[src/rtl/page_frame_buffer_manager_unit_macros.svh]
// Assertion macros shared by the page frame buffer manager RTL.
// Included by modules that carry concurrent checks.
`ifndef PAGE_FRAME_BUFFER_MANAGER_UNIT_MACROS_SVH
`define PAGE_FRAME_BUFFER_MANAGER_UNIT_MACROS_SVH
// Implication checked on every clock edge outside reset.
`define PFBM_ASSERT(label, clk, rst_n, prop, msg) \
    label: assert property (@(posedge clk) disable iff (!rst_n) (prop)) else $error(msg);
// A stalled beat keeps valid high and its payload unchanged.
`define PFBM_ASSERT_HOLD(label, clk, rst_n, vld, stl, data, msg) \
    label: assert property (@(posedge clk) disable iff (!rst_n) \
        (vld && stl) |=> (vld && $stable(data))) else $error(msg);
`endif

[src/rtl/pfbm_pkg.sv]
// Package for the page frame buffer manager: beat types, codes, constants.
// No dependencies.
package pfbm_pkg;
    localparam int NUM_FRAMES_DEF = 32;
    localparam int MAX_RESULTS    = 32;

    localparam logic [2:0] CMD_GET    = 3'd0;
    localparam logic [2:0] CMD_ALLOC  = 3'd1;
    localparam logic [2:0] CMD_UNPIN  = 3'd2;
    localparam logic [2:0] CMD_DIRTY  = 3'd3;
    localparam logic [2:0] CMD_FORCE  = 3'd4;
    localparam logic [2:0] CMD_FLUSH  = 3'd5;

    localparam logic [1:0] ST_OK      = 2'd0;
    localparam logic [1:0] ST_NOFREE  = 2'd1;
    localparam logic [1:0] ST_PRESENT = 2'd2;
    localparam logic [1:0] ST_ABSENT  = 2'd3;

    typedef struct packed {
        logic [2:0]  cmd;
        logic [9:0]  file_id;
        logic [23:0] page_number;
    } t_in_beat;

    typedef struct packed {
        logic [1:0]  status;
        logic [4:0]  frame_index;
        logic        need_read;
        logic        writeback_valid;
        logic [9:0]  writeback_file;
        logic [23:0] writeback_page;
        logic        last;
    } t_out_beat;
endpackage

[src/rtl/pfbm_ram.sv]
// Generic single-port-write, one-read RAM with registered read data.
// No dependencies.
module pfbm_ram #(
    parameter int WIDTH = 8,
    parameter int DEPTH = 32
) (
    input  logic                     i_clk,
    input  logic                     i_we,
    input  logic [$clog2(DEPTH)-1:0] i_waddr,
    input  logic [WIDTH-1:0]         i_wdata,
    input  logic [$clog2(DEPTH)-1:0] i_raddr,
    output logic [WIDTH-1:0]         o_rdata
);
    logic [WIDTH-1:0] r_mem [DEPTH];

    always_ff @(posedge i_clk) begin
        if (i_we) begin
            r_mem[i_waddr] <= i_wdata;
        end
        o_rdata <= r_mem[i_raddr];
    end
endmodule

[src/rtl/page_frame_buffer_manager_unit.sv]
// Page frame buffer manager: one sequencer steps over the frames (tag scan
// one per cycle) through a shared tag RAM read port and a single key comparator.
// Depends on pfbm_pkg, pfbm_ram and the assertion macro header.
//
// Usage:
//  - Input channel i_in_valid / o_in_stall carries one command beat
//    (t_in_beat). Stalled while a command or its result beat is in flight.
//  - Output channel o_out_valid / i_out_stall carries result beats
//    (t_out_beat); the final beat of a command has last set.
//  - Config channel i_cfg_valid / o_cfg_ready writes frames_in_use; the
//    value is clamped to 1..NUM_FRAMES and the pool is reinitialized.
//  - Sequencing: a lookup scans all NUM_FRAMES tags, one per cycle; eviction
//    walks the used chain from its tail, one frame per cycle; flush walks it
//    from the head, reading and then checking each frame. A new command is
//    taken only after the previous one's result beats have been accepted.
//  - Reset: empty pool, free chain 0..frames_in_use-1, frames_in_use =
//    min(32, NUM_FRAMES). Tags need no clearing (valid bits gate them).
//  - A stalled result beat holds; the sequencer waits on it.
`include "page_frame_buffer_manager_unit_macros.svh"
module page_frame_buffer_manager_unit #(
    parameter int NUM_FRAMES = pfbm_pkg::NUM_FRAMES_DEF
) (
    input  logic                i_clk,
    input  logic                i_rst_n,
    input  logic                i_in_valid,
    output logic                o_in_stall,
    input  pfbm_pkg::t_in_beat  i_in,
    output logic                o_out_valid,
    input  logic                i_out_stall,
    output pfbm_pkg::t_out_beat o_out,
    input  logic                i_cfg_valid,
    output logic                o_cfg_ready,
    input  logic [5:0]          i_cfg_data
);
    import pfbm_pkg::*;

    localparam int FW = $clog2(NUM_FRAMES);
    localparam int LW = FW + 1;                   // link width, MSB = null
    localparam logic [LW-1:0] NIL = {1'b1, {FW{1'b0}}};
    localparam int RST_FIU = (32 < NUM_FRAMES) ? 32 : NUM_FRAMES;
    localparam int TW = 34;

    typedef enum logic [8:0] {
        S_IDLE   = 9'b000000001,
        S_SCAN   = 9'b000000010,
        S_DECIDE = 9'b000000100,
        S_EVRD   = 9'b000001000,
        S_EVCHK  = 9'b000010000,
        S_FLRD   = 9'b000100000,
        S_FLCHK  = 9'b001000000,
        S_OUT    = 9'b010000000,
        S_INIT   = 9'b100000000
    } t_state;

    t_state           r_state;
    t_in_beat         r_cmd;
    logic [5:0]       r_fiu;
    logic [NUM_FRAMES-1:0] r_valid, r_dirty;
    logic [7:0]       r_pins [NUM_FRAMES];
    logic [LW-1:0]    r_next [NUM_FRAMES];
    logic [LW-1:0]    r_prev [NUM_FRAMES];
    logic [LW-1:0]    r_free_head, r_used_head, r_used_tail;
    logic [FW:0]      r_cnt;          // scan address / walk step count
    logic [FW-1:0]    r_addr;         // address presented to the tag RAM
    logic             r_rd;           // a read was issued last cycle
    logic             r_hit;
    logic [FW-1:0]    r_hit_idx;
    logic [LW-1:0]    r_walk;
    logic             r_flush_any;
    logic [5:0]       r_nres;
    t_out_beat        r_out;
    t_out_beat        r_pend;         // flush beat waiting for the next match
    logic             r_out_valid;

    logic             r_tag_we;
    logic [FW-1:0]    r_tag_waddr;
    logic [TW-1:0]    tag_rdata;
    logic [FW-1:0]    rd_idx;
    logic             key_eq;
    logic [FW-1:0]    w_idx;
    t_out_beat        pend_last;

    pfbm_ram #(.WIDTH(TW), .DEPTH(NUM_FRAMES)) u_tags (
        .i_clk  (i_clk),
        .i_we   (r_tag_we),
        .i_waddr(r_tag_waddr),
        .i_wdata({r_cmd.file_id, r_cmd.page_number}),
        .i_raddr(rd_idx),
        .o_rdata(tag_rdata)
    );

    // the one shared comparator
    assign key_eq = (tag_rdata[33:24] == r_cmd.file_id)
        && (r_cmd.cmd == CMD_FLUSH || tag_rdata[23:0] == r_cmd.page_number);

    assign o_in_stall  = (r_state != S_IDLE) || r_out_valid || i_cfg_valid;
    assign o_cfg_ready = (r_state == S_IDLE) && !r_out_valid;
    assign o_out_valid = r_out_valid;
    assign o_out       = r_out;
    assign w_idx       = r_walk[FW-1:0];

    // scan presents its counter, flush presents the walk pointer so the tag
    // is ready in the compare cycle
    always_comb begin
        rd_idx = r_addr;
        if (r_state == S_SCAN) begin
            rd_idx = r_cnt[FW-1:0];
        end else if (r_state == S_FLRD) begin
            rd_idx = w_idx;
        end
    end

    t_out_beat mk;
    always_comb begin
        mk = '0;
        mk.last = 1'b1;
    end

    always_comb begin
        pend_last = r_pend;
        pend_last.last = 1'b1;
    end

    logic [5:0] cfg_clamp;
    always_comb begin
        cfg_clamp = i_cfg_data;
        if (cfg_clamp == 6'd0) begin
            cfg_clamp = 6'd1;
        end
        if ({1'b0, cfg_clamp} > 7'(NUM_FRAMES)) begin
            cfg_clamp = 6'(NUM_FRAMES);
        end
    end

    // Main sequencer: all state is written here.
    always_ff @(posedge i_clk) begin
        r_tag_we <= 1'b0;
        if (!i_rst_n) begin
            r_state     <= S_INIT;
            r_fiu       <= 6'(RST_FIU);
            r_out_valid <= 1'b0;
            r_cnt       <= '0;
        end else begin
            if (r_out_valid && !i_out_stall) begin
                r_out_valid <= 1'b0;
            end
            case (r_state)
                S_INIT: begin
                    for (int i = 0; i < NUM_FRAMES; i++) begin
                        r_pins[i] <= '0;
                        r_next[i] <= (i + 1 < int'(r_fiu)) ? LW'(i + 1) : NIL;
                        r_prev[i] <= (i > 0 && i < int'(r_fiu)) ? LW'(i - 1) : NIL;
                    end
                    r_valid     <= '0;
                    r_dirty     <= '0;
                    r_free_head <= '0;
                    r_used_head <= NIL;
                    r_used_tail <= NIL;
                    r_state     <= S_IDLE;
                end
                S_IDLE: begin
                    if (i_cfg_valid && o_cfg_ready) begin
                        r_fiu   <= cfg_clamp;
                        r_state <= S_INIT;
                    end else if (i_in_valid && !o_in_stall) begin
                        r_cmd       <= i_in;
                        r_cnt       <= '0;
                        r_rd        <= 1'b0;
                        r_hit       <= 1'b0;
                        r_nres      <= '0;
                        r_flush_any <= 1'b0;
                        r_walk      <= r_used_head;
                        if (i_in.cmd > CMD_FLUSH) begin
                            r_out   <= mk;
                            r_state <= S_OUT;
                        end else if (i_in.cmd == CMD_FLUSH) begin
                            r_state <= S_FLRD;
                        end else begin
                            r_state <= S_SCAN;
                        end
                    end
                end
                S_SCAN: begin
                    // read frame r_cnt, compare frame read last cycle
                    r_addr <= r_cnt[FW-1:0];
                    r_rd   <= (r_cnt < (FW+1)'(NUM_FRAMES));
                    if (r_rd && !r_hit && key_eq && r_valid[r_addr]) begin
                        r_hit     <= 1'b1;
                        r_hit_idx <= r_addr;
                    end
                    if (r_cnt == (FW+1)'(NUM_FRAMES)) begin
                        r_state <= S_DECIDE;
                    end else begin
                        r_cnt <= r_cnt + 1'b1;
                    end
                end
                S_DECIDE: begin
                    r_out <= mk;
                    r_state <= S_OUT;
                    if (r_cmd.cmd == CMD_GET || r_cmd.cmd == CMD_ALLOC) begin
                        if (r_hit) begin
                            r_out.frame_index <= 5'(r_hit_idx);
                            if (r_cmd.cmd == CMD_ALLOC) begin
                                r_out.status <= ST_PRESENT;
                            end else if (r_pins[r_hit_idx] != 8'hFF) begin
                                r_pins[r_hit_idx] <= r_pins[r_hit_idx] + 1'b1;
                            end
                        end else if (!r_free_head[FW]) begin
                            // take free head and push on used head
                            r_free_head <= r_next[r_free_head[FW-1:0]];
                            if (!r_next[r_free_head[FW-1:0]][FW]) begin
                                r_prev[r_next[r_free_head[FW-1:0]][FW-1:0]] <= NIL;
                            end
                            r_walk <= r_free_head;
                            r_cnt  <= '0;
                            r_state <= S_EVCHK;
                            r_hit  <= 1'b1;  // marks "frame chosen, not evicted"
                        end else begin
                            r_walk <= r_used_tail;
                            r_cnt  <= '0;
                            r_hit  <= 1'b0;
                            r_state <= S_EVRD;
                        end
                    end else if (!r_hit) begin
                        r_out.status <= ST_ABSENT;
                    end else begin
                        r_out.frame_index <= 5'(r_hit_idx);
                        case (r_cmd.cmd)
                            CMD_UNPIN: begin
                                if (r_pins[r_hit_idx] != 8'd0) begin
                                    r_pins[r_hit_idx] <= r_pins[r_hit_idx] - 1'b1;
                                end
                            end
                            CMD_DIRTY: r_dirty[r_hit_idx] <= 1'b1;
                            default: begin
                                if (r_dirty[r_hit_idx]) begin
                                    r_dirty[r_hit_idx]     <= 1'b0;
                                    r_out.writeback_valid  <= 1'b1;
                                    r_out.writeback_file   <= r_cmd.file_id;
                                    r_out.writeback_page   <= r_cmd.page_number;
                                end
                            end
                        endcase
                    end
                end
                S_EVRD: begin
                    // walk used chain from tail for an unpinned frame
                    if (r_walk[FW] || r_cnt == (FW+1)'(NUM_FRAMES)) begin
                        r_out.status <= ST_NOFREE;
                        r_state <= S_OUT;
                    end else if (r_pins[w_idx] == 8'd0) begin
                        r_addr  <= w_idx;
                        r_cnt   <= '0;
                        r_state <= S_EVCHK;
                        // unlink from used chain
                        if (!r_prev[w_idx][FW]) begin
                            r_next[r_prev[w_idx][FW-1:0]] <= r_next[w_idx];
                        end else begin
                            r_used_head <= r_next[w_idx];
                        end
                        if (!r_next[w_idx][FW]) begin
                            r_prev[r_next[w_idx][FW-1:0]] <= r_prev[w_idx];
                        end else begin
                            r_used_tail <= r_prev[w_idx];
                        end
                    end else begin
                        r_walk <= r_prev[w_idx];
                        r_cnt  <= r_cnt + 1'b1;
                    end
                end
                S_EVCHK: begin
                    // victim tag read issued on entry, its data used once r_cnt[0] is set (ignored if free frame)
                    if (r_cnt[0] == 1'b0 && !r_hit) begin
                        r_cnt[0] <= 1'b1;  // wait for the victim tag data
                    end else begin
                        if (!r_hit && r_dirty[w_idx]) begin
                            r_out.writeback_valid <= 1'b1;
                            r_out.writeback_file  <= tag_rdata[33:24];
                            r_out.writeback_page  <= tag_rdata[23:0];
                        end
                        // push on used head (unlink or free-chain pop already done in an earlier state)
                        r_prev[w_idx] <= NIL;
                        r_next[w_idx] <= r_used_head;
                        if (!r_used_head[FW]) begin
                            r_prev[r_used_head[FW-1:0]] <= r_walk;
                        end else begin
                            r_used_tail <= r_walk;
                        end
                        r_used_head <= r_walk;
                        r_tag_we    <= 1'b1;
                        r_tag_waddr <= w_idx;
                        r_dirty[w_idx] <= 1'b0;
                        r_valid[w_idx] <= 1'b1;
                        r_pins[w_idx]  <= 8'd1;
                        r_out.frame_index <= 5'(w_idx);
                        r_out.need_read   <= (r_cmd.cmd == CMD_GET);
                        r_state <= S_OUT;
                    end
                end
                S_FLRD: begin
                    if (r_walk[FW] || r_cnt == (FW+1)'(NUM_FRAMES)
                        || r_nres == 6'(MAX_RESULTS)) begin
                        if (!r_flush_any) begin
                            r_out   <= mk;
                            r_state <= S_OUT;
                        end else if (!r_out_valid || !i_out_stall) begin
                            r_out       <= pend_last;
                            r_out_valid <= 1'b1;
                            r_state     <= S_IDLE;
                        end
                    end else begin
                        r_addr  <= w_idx;
                        r_state <= S_FLCHK;
                    end
                end
                S_FLCHK: begin
                    if (r_valid[r_addr] && r_dirty[r_addr] && key_eq) begin
                        // send the held beat before holding this one
                        if (!r_flush_any || !r_out_valid || !i_out_stall) begin
                            if (r_flush_any) begin
                                r_out       <= r_pend;
                                r_out_valid <= 1'b1;
                            end
                            r_flush_any <= 1'b1;
                            r_dirty[r_addr] <= 1'b0;
                            r_pend <= '{status: ST_OK, frame_index: 5'(r_addr),
                                        need_read: 1'b0, writeback_valid: 1'b1,
                                        writeback_file: r_cmd.file_id,
                                        writeback_page: tag_rdata[23:0],
                                        last: 1'b0};
                            r_nres <= r_nres + 1'b1;
                            r_walk <= r_next[r_addr];
                            r_cnt  <= r_cnt + 1'b1;
                            r_state <= S_FLRD;
                        end
                    end else begin
                        r_walk <= r_next[r_addr];
                        r_cnt  <= r_cnt + 1'b1;
                        r_state <= S_FLRD;
                    end
                end
                S_OUT: begin
                    if (!r_out_valid || !i_out_stall) begin
                        r_out_valid <= 1'b1;
                        r_state <= S_IDLE;
                    end
                end
                default: r_state <= S_INIT;
            endcase
        end
    end

    `PFBM_ASSERT(a_stall_busy, i_clk, i_rst_n,
        (r_state != S_IDLE) |-> o_in_stall, "input taken while busy")
    `PFBM_ASSERT(a_cfg_idle, i_clk, i_rst_n,
        o_cfg_ready |-> (r_state == S_IDLE && !o_out_valid), "cfg ready while busy")
    `PFBM_ASSERT(a_onehot, i_clk, i_rst_n,
        $onehot(r_state), "state not one-hot")
    `PFBM_ASSERT_HOLD(a_out_hold, i_clk, i_rst_n, o_out_valid, i_out_stall, o_out,
        "stalled result beat changed")
endmodule

[config.mk]
export PLATFORM = sky130hd
export DESIGN_NAME = page_frame_buffer_manager_unit
export DESIGN_NICKNAME = d
export VERILOG_FILES = /design/src/rtl/pfbm_pkg.sv /design/src/rtl/pfbm_ram.sv /design/src/rtl/page_frame_buffer_manager_unit.sv
export VERILOG_INCLUDE_DIRS = /design/src /design/src/rtl
export SDC_FILE = /design/constraint.sdc
export NUM_CORES = 2
export LEC_CHECK = 0
export BUFFER_PORTS_ARGS = -buffer_cell sky130_fd_sc_hd__buf_2
export CAP_MARGIN = 20
export CORE_ASPECT_RATIO = 0.75
export CORE_MARGIN = 2
export CORE_UTILIZATION = 45
export CTS_CLUSTER_DIAMETER = 40
export DETAILED_ROUTE_END_ITERATION = 7
export PLACE_DENSITY = 0.68
export SYNTH_ARGS = -nofsm -noshare
export SYNTH_HDL_FRONTEND = slang
export SYNTH_HIERARCHICAL = 1
export SYNTH_SLANG_ARGS = --single-unit
[constraint.sdc]
create_clock -name i_clk -period 6.3 [get_ports i_clk]
set_input_delay 1.26 -clock i_clk [delete_from_list [all_inputs] [get_ports i_clk]]
set_output_delay 1.26 -clock i_clk [all_outputs]
set_load 0.01 [all_outputs]
# ---- Word level (Yosys, flattened, before mapping)
# Memory sizes are Yosys's and may differ from the RTL's. A register that Yosys moved wholly into a read port is not among the register bits.
# Index checks and enable logic that the tools add are counted.
dict set report word_totals {
  mem_bits_rw 1728
  out_inout_bits 47
  mem_count 4
  regBits 255
}
# name depth word_bits read_ports rd_clocked_by_memory_dff wr line
set mem_list {}
lappend mem_list {u_tags.r_mem 32 34 1 1 1 pfbm_ram.sv:14} ;# logic [WIDTH-1:0] r_mem [DEPTH];
lappend mem_list {r_pins 32 8 2 2 32 page_frame_buffer_manager_unit.sv:59} ;# logic [7:0] r_pins [NUM_FRAMES];
lappend mem_list {r_next 32 6 3 3 32 page_frame_buffer_manager_unit.sv:60} ;# logic [LW-1:0] r_next [NUM_FRAMES];
lappend mem_list {r_prev 32 6 1 1 32 page_frame_buffer_manager_unit.sv:61} ;# logic [LW-1:0] r_prev [NUM_FRAMES];
dict set report op_classes {
  mux 272
  n_bitwise 12
  add_sub_neg 4
  reduce_logical 79
  n_lt_le_gt_ge 40
  n_eq_ne 52
}
# cell n
set op_table {}
lappend op_table {{6-bit two-way mux} 103}
lappend op_table {{44-bit two-way mux} 9}
lappend op_table {{32-bit two-way mux} 7}
lappend op_table {{41-bit case mux with 5 select lines} 1}
lappend op_table {{35-bit two-way mux} 5}
lappend op_table {{32-bit case mux with 2 select lines} 2}
lappend op_table {{32-bit case mux with 4 select lines} 1}
lappend op_table {{5-bit two-way mux} 21}
lappend op_table {{9-bit two-way mux} 11}
lappend op_table {{32-bit bitwise AND} 3}
lappend op_table {{5-bit by 6-bit less-than comparator with 1-bit output, first input constant} 16}
lappend op_table {{32-bit inverter} 3}
lappend op_table {{9-bit case mux with 9 select lines} 1}
lappend op_table {{1-bit two-way mux} 78}
lappend op_table {{32-bit OR} 2}
lappend op_table {{4-bit by 6-bit less-than comparator with 1-bit output, first input constant} 8}
lappend op_table {{8-bit two-way mux} 6}
lappend op_table {{2-bit inequality test, second input constant} 22}
lappend op_table {{41-bit two-way mux} 1}
lappend op_table {{6-bit case mux with 3 select lines} 2}
lappend op_table {{6-bit OR reduction} 6}
lappend op_table {{9-bit AND reduction} 3}
lappend op_table {{5-bit case mux with 5 select lines} 1}
lappend op_table {{24-bit equality test} 1}
lappend op_table {{69 further kinds} 146}

# ---- Depth between registers and ports, before layout
dict set report logic_depth {
  depth_word 12
  depth_mapped 19
  mapped_depth_nobuf 15
}

# ---- Hierarchy
# The synthesis kept the hierarchy.
# mod area_each_um2 cells_per_inst n_inst
set by_module_without_submodules {}
lappend by_module_without_submodules {page_frame_buffer_manager_unit 50352.0 4154 1}
lappend by_module_without_submodules {pfbm_ram 43107.6 2399 1}

# ---- Least setup slack after synthesis
# No wires, ideal clock.
dict set report synth_timing {
  path_type {reg-to-reg}
  startpoint {register r_addr[0]}
  endpoint {register r_dirty[0] (enable)}
  period_less_slack_ns 5.611
  t_required_ns 5.799
  arrival_ns 5.109
  setup_time_ns 0.501
  path_buffers 2
  slack_ns 0.689
  path_stages_with_launch 10
  path_cell_list {edfxtp_1 -> buf_2 -> buf_1 -> mux4_2 -> a22oi_1 -> nand4_1 -> nand3_1 -> nor3_1 -> nor3_1 -> nor4_1}
}
dict set report synth_between {
  elab_chain_len 6
}
# item line
set synth_lines {}
lappend synth_lines {{from (decl)} page_frame_buffer_manager_unit.sv:64} ;# logic [FW-1:0] r_addr;
lappend synth_lines {{from (signal assigned)} page_frame_buffer_manager_unit.sv:185} ;# r_addr <= r_cnt[FW-1:0];
lappend synth_lines {{from (signal assigned)} page_frame_buffer_manager_unit.sv:252} ;# r_addr <= w_idx;
lappend synth_lines {{from (signal assigned)} page_frame_buffer_manager_unit.sv:312} ;# r_addr <= w_idx;
lappend synth_lines {{1-bit binary-select mux with 5-bit select} page_frame_buffer_manager_unit.sv:317} ;# if (r_valid[r_addr] && r_dirty[r_addr] && key_eq) begin
lappend synth_lines {{1-bit two-way mux (implied by the code)} page_frame_buffer_manager_unit.sv:317}
lappend synth_lines {{1-bit logical AND (*) (2 in a row)} page_frame_buffer_manager_unit.sv:317}
lappend synth_lines {{2-bit inequality test (no source line) (*)} -}
lappend synth_lines {{9-bit AND reduction (no source line) (*)} -}
lappend synth_lines {{to (signal, indexed assignment)} page_frame_buffer_manager_unit.sv:237} ;# r_dirty[r_hit_idx] <= 1'b0;
lappend synth_lines {{to (signal, indexed assignment)} page_frame_buffer_manager_unit.sv:292} ;# r_dirty[w_idx] <= 1'b0;
lappend synth_lines {{to (signal, indexed assignment)} page_frame_buffer_manager_unit.sv:325} ;# r_dirty[r_addr] <= 1'b0;
lappend synth_lines {{to (decl)} page_frame_buffer_manager_unit.sv:58} ;# logic [NUM_FRAMES-1:0] r_valid, r_dirty;
# Every way passes the cells marked *; elsewhere a longest branch is shown, timed or not. The select of a mux whose other input is x is not followed.
# A chain may end at the register's enable or synchronous reset.

==> metrics.md <==
| Metric | Value |
|---|---|
| Result of the run | `finished with violations` |
| Violations in the final reports | `design-rule violations` |
| Warnings, synthesis | `6` |
| # IOs | `95` |
| Shortest period the worst path allows | `just under 6000 ps` |
| Post-placement cell area | `around 97,000 µm²` |
| Buffers inserted during post-CTS setup optimization | `0` |
| Mean Syn Cell Area | `around 14 µm²` |
| WL per Instance | `31.0 µm` |
| Share of async-settable or async-resettable flops after synthesis | `0` |
| Area growth from synthesis to final layout | `13.8%` |
| Number of antenna violations at the first check in global routing | `22` |
| Largest clock skew in the final design | `between 70 and 80 ps` |
| Count of input and output buffers | `94` |
| Static leakage power | `about 0.036 µW` |
| Setup-violating endpoint count in the final report | `0` |
| Sequential cell area fraction in the yosys report | `0.646` |
| Crit path arrival time | `6420 ps` |
| Most used cell along the critical path | `nand2_1` |
| EDFF count, synth | `slightly below 2,000` |
| Total count of hold-check failures in the final report | `0` |
| Floorplan die width | `between 500 and 600 µm` |
| Number of cells upsized or downsized after cts | `0` |
| CP max FO | `just under 50` |
| Wire length of the first global-routing pass | `around 420,000 µm` |
| Maximum Capacitance Violations | `0` |
| DIE HEIGHT | `around 400 µm` |
| Worst slew pin tran | `1280 ps` |
| Insertion delay of the later-clocked pin in the worst-skew pair | `between 900 and 1000 ps` |
| Largest stage delay, worst path | `1020 ps` |
| Layout Nets | `approximately 6,800` |
| Die ar. | `between 200,000 and 250,000 µm²` |
| Wire length reported by the detailed router | `around 300,000 µm` |
| Initial drt markers | `~11,000` |
| Max frequency | `170 MHz` |
| Maximum number of pins on one net before global-route repair | `~140` |
| CP cell instances | `buf_4, mux4_2, a221oi_1, o211ai_1, nor2_1, a31oi_1, o21a_1, nor3_1, nand2_1, nand2_1` |
| Router iterations before antenna repair | `8` |
| Areal power density over the cells | `345 nW/µm²` |
| Number of H-tree levels | `5` |
| Clock slew at reported path FFs | `around 50 ps` |
| Post-CTS Hold Buffers | `0` |
| Total negative setup slack | `0 ps` |
| Mapped Area | `around 93,000 µm²` |
| Remaining routing DRC violations | `6` |
| Final weighted congestion of routability-driven global placement | `between 1 and 1.5` |
| Congestion Overflow GR | `0` |
| Cells after synthesis | `6,553` |
| Category of the critical setup timing path | `reg -> reg` |
| Layout Cell Area excl Fill | `between 100,000 and 150,000 µm²` |
| Total track usage | `0.277` |
| Synth unique cells | `86` |
| Post-synthesis register bit count | `a little over 2,000` |
| VDD IR max | `slightly above 300 µV` |
| Vias in the first global route | `59,400` |
| Clock tree from TritonCTS | `yes` |
| Core area | `slightly above 200,000 µm²` |
| Fraction of layout instances using a drive strength above 1 | `0.188` |
| Count of fill cells added during filler insertion | `16,700` |
| Row Count | `between 100 and 150` |
| Worst path required time | `around 6900 ps` |
| Post-DP HPWL | `slightly below 200,000 µm` |
| Hold Crit Class | `reg -> reg` |
| Antenna viol nets, final | `0` |
| Root Driver | `clkbuf_16` |
| Syn Nets | `between 6,000 and 7,000` |
| Average vias per placed instance | `between 6 and 7` |
| Clock buffers created by TritonCTS | `about 270` |
| Synth Flop Type | `edfxtp_1` |
| Total vias in the final route | `64,000` |
| Slowest library cell on the worst path | `a221oi_1` |
| Critical Path Sink Type | `flop` |
| Critical Path Source Type | `flop` |
| Relative slew slack | `0.149` |
| Tcrit/Tclk final | `0.931` |
| Number of max-slew violations in the final report | `0` |
| Buffer levels on the longest clock path | `4` |
| Starting density of the core | `0.454` |
| Setup repair after global routing missed its margin | `false` |
| # clock sinks | `2,037` |
[power by group]
group / internal [µW] / switching (µW) / total, µW
sequential: 16000 / 874 / 16900
clock: 8910 / 6020 / 14900
combinational: 1620 / 3270 / 4890
[routing by layer]
layer | vias up | share of wire | track usage
met4 | 12 | 0.037 | 0.0944
met2 | 5084 | 0.39 | 0.357
met5 | - | 0.00043 | 0
li1 | 26100 | - | -
met1 | 32200 | 0.41 | 0.420
met3 | 702 | 0.16 | 0.109
[through the flow]
step	setup WS (ps)	hold slack, ps	power [µW]	instances	utilization
5_1_grt	391	475	37500	9677	0.516
4_1_cts	444	467	36400	9648	0.515
3_5_place_dp	412	465	21600	9176	0.473
2_1_floorplan	689	424	19600	6553	-
3_3_place_gp	497	461	21600	9172	0.473
6_report	434	483	36700	9684	0.517
[Yosys cell counts (all sizes together), types with 8 or more instances]
master	instances	area (µm²)
buf	232	1630
nor4b	13	114
nor2	519	1960
a221o	25	250
a22oi	149	1120
o21bai	23	173
or4	15	113
xor2	34	298
o21ai	304	1580
and2	31	195
nand2b	31	194
mux2	36	405
nand2	481	1810
nor3b	17	128
mux4	325	7320
or3b	8	70.1
edfxtp	1960	58900
xnor2	14	123
mux2i	620	6210
clkbuf	268	1010
or2	46	288
nor3	247	1240
dfxtp	77	1540
a31oi	73	457
nand3b	13	97.6
a211oi	8	60.1
a221oi	10	87.6
nor2b	27	169
o211ai	17	141
a22o	106	928
nand4	34	213
inv	52	195
nor4	96	694
a222oi	20	200
a21oi	281	1410
nand3	180	901
and3	25	156
or3	31	194
o21a	11	82.6
ha	9	113
[flip-flops by register name, summed over array words and instances (netlist names), 9 cells and up, named ones only]
register,cells
u_tags/r_mem,1088
r_pins,256
r_next,192
r_prev,192
o_out,44
pend_last,39
r_cmd,37
u_tags/o_rdata,34
r_dirty,32
r_valid,32
r_state,9
[critical path, delay by kind of cell, from the launching register on]
family                 cells  cell delay (ps)
AOI/OAI and AO/OA          4             2100
buffers and inverters      1              360
DFF                        1              980
muxes                      1              530
and+or+nand+nor            4             1500
[final cells by class]
| class | count | area (µm²) | share of cell area |
|---|---|---|---|
| Antenna cell | 10 | 25.0 | 0.000235 |
| Clock buffer | 317 | 7160 | 0.0673 |
| Clock inverter | 155 | 1510 | 0.0141 |
| Inverter | 54 | 203 | 0.00191 |
| Multi-Input combinational cell | 3962 | 30700 | 0.288 |
| Sequential cell | 2037 | 60400 | 0.568 |
| Tap cell | 2774 | 3470 | 0.0326 |
| Timing Repair Buffer | 375 | 2940 | 0.0276 |
[layout by cell type, fill, tap and decap left out, types with 29 or more instances in the layout]
master,Yosys,routed
dfxtp_1,77,69
mux2i_1,620,616
or2_2,43,44
a21oi_1,280,278
a31oi_1,73,73
clkbuf_1,268,34
nand2b_1,31,29
nand2_1,481,479
a22o_1,106,106
inv_6,0,38
mux2_2,36,36
inv_1,49,49
buf_4,43,232
clkbuf_16,0,279
nor2_1,517,483
mux4_2,325,325
or3_1,31,31
xor2_1,34,34
nor2_4,1,35
buf_2,78,104
nand4_1,34,34
nor4_1,88,87
nor3_1,246,246
o21ai_0,294,289
a22oi_1,149,149
and2_1,30,29
nand3_1,180,178
edfxtp_1,1960,1960
[cell families (layout without fill, tap and decap cells)]
group / after synthesis / after routing / synth area share
flip-flops: 2037 / 2037 / 0.646
AND/OR/NAND/NOR: 1833 / 1833 / 0.0931
AO/OA/AOI/OAI: 1091 / 1091 / 0.0755
multiplexers: 981 / 981 / 0.149
buffers and inverters: 554 / 901 / 0.0304
XOR/XNOR: 48 / 48 / 0.00450
adder cells (fa/ha/maj): 9 / 9 / 0.00120
other: 0 / 10 / 0
[final timing paths]
path	startpoint	end	slack (ps)	cells past startpoint
worst min-delay path	u_tags/o_rdata[13]	pend_last[14]	480	0
worst max-delay path	flop	r_prev[0][3]	430	10
worst min register to register	u_tags/o_rdata[13]	pend_last[14]	480	0
worst max register to register	flop	r_prev[0][3]	430	10
No activity file was read; power rests on OpenSTA's default activity.
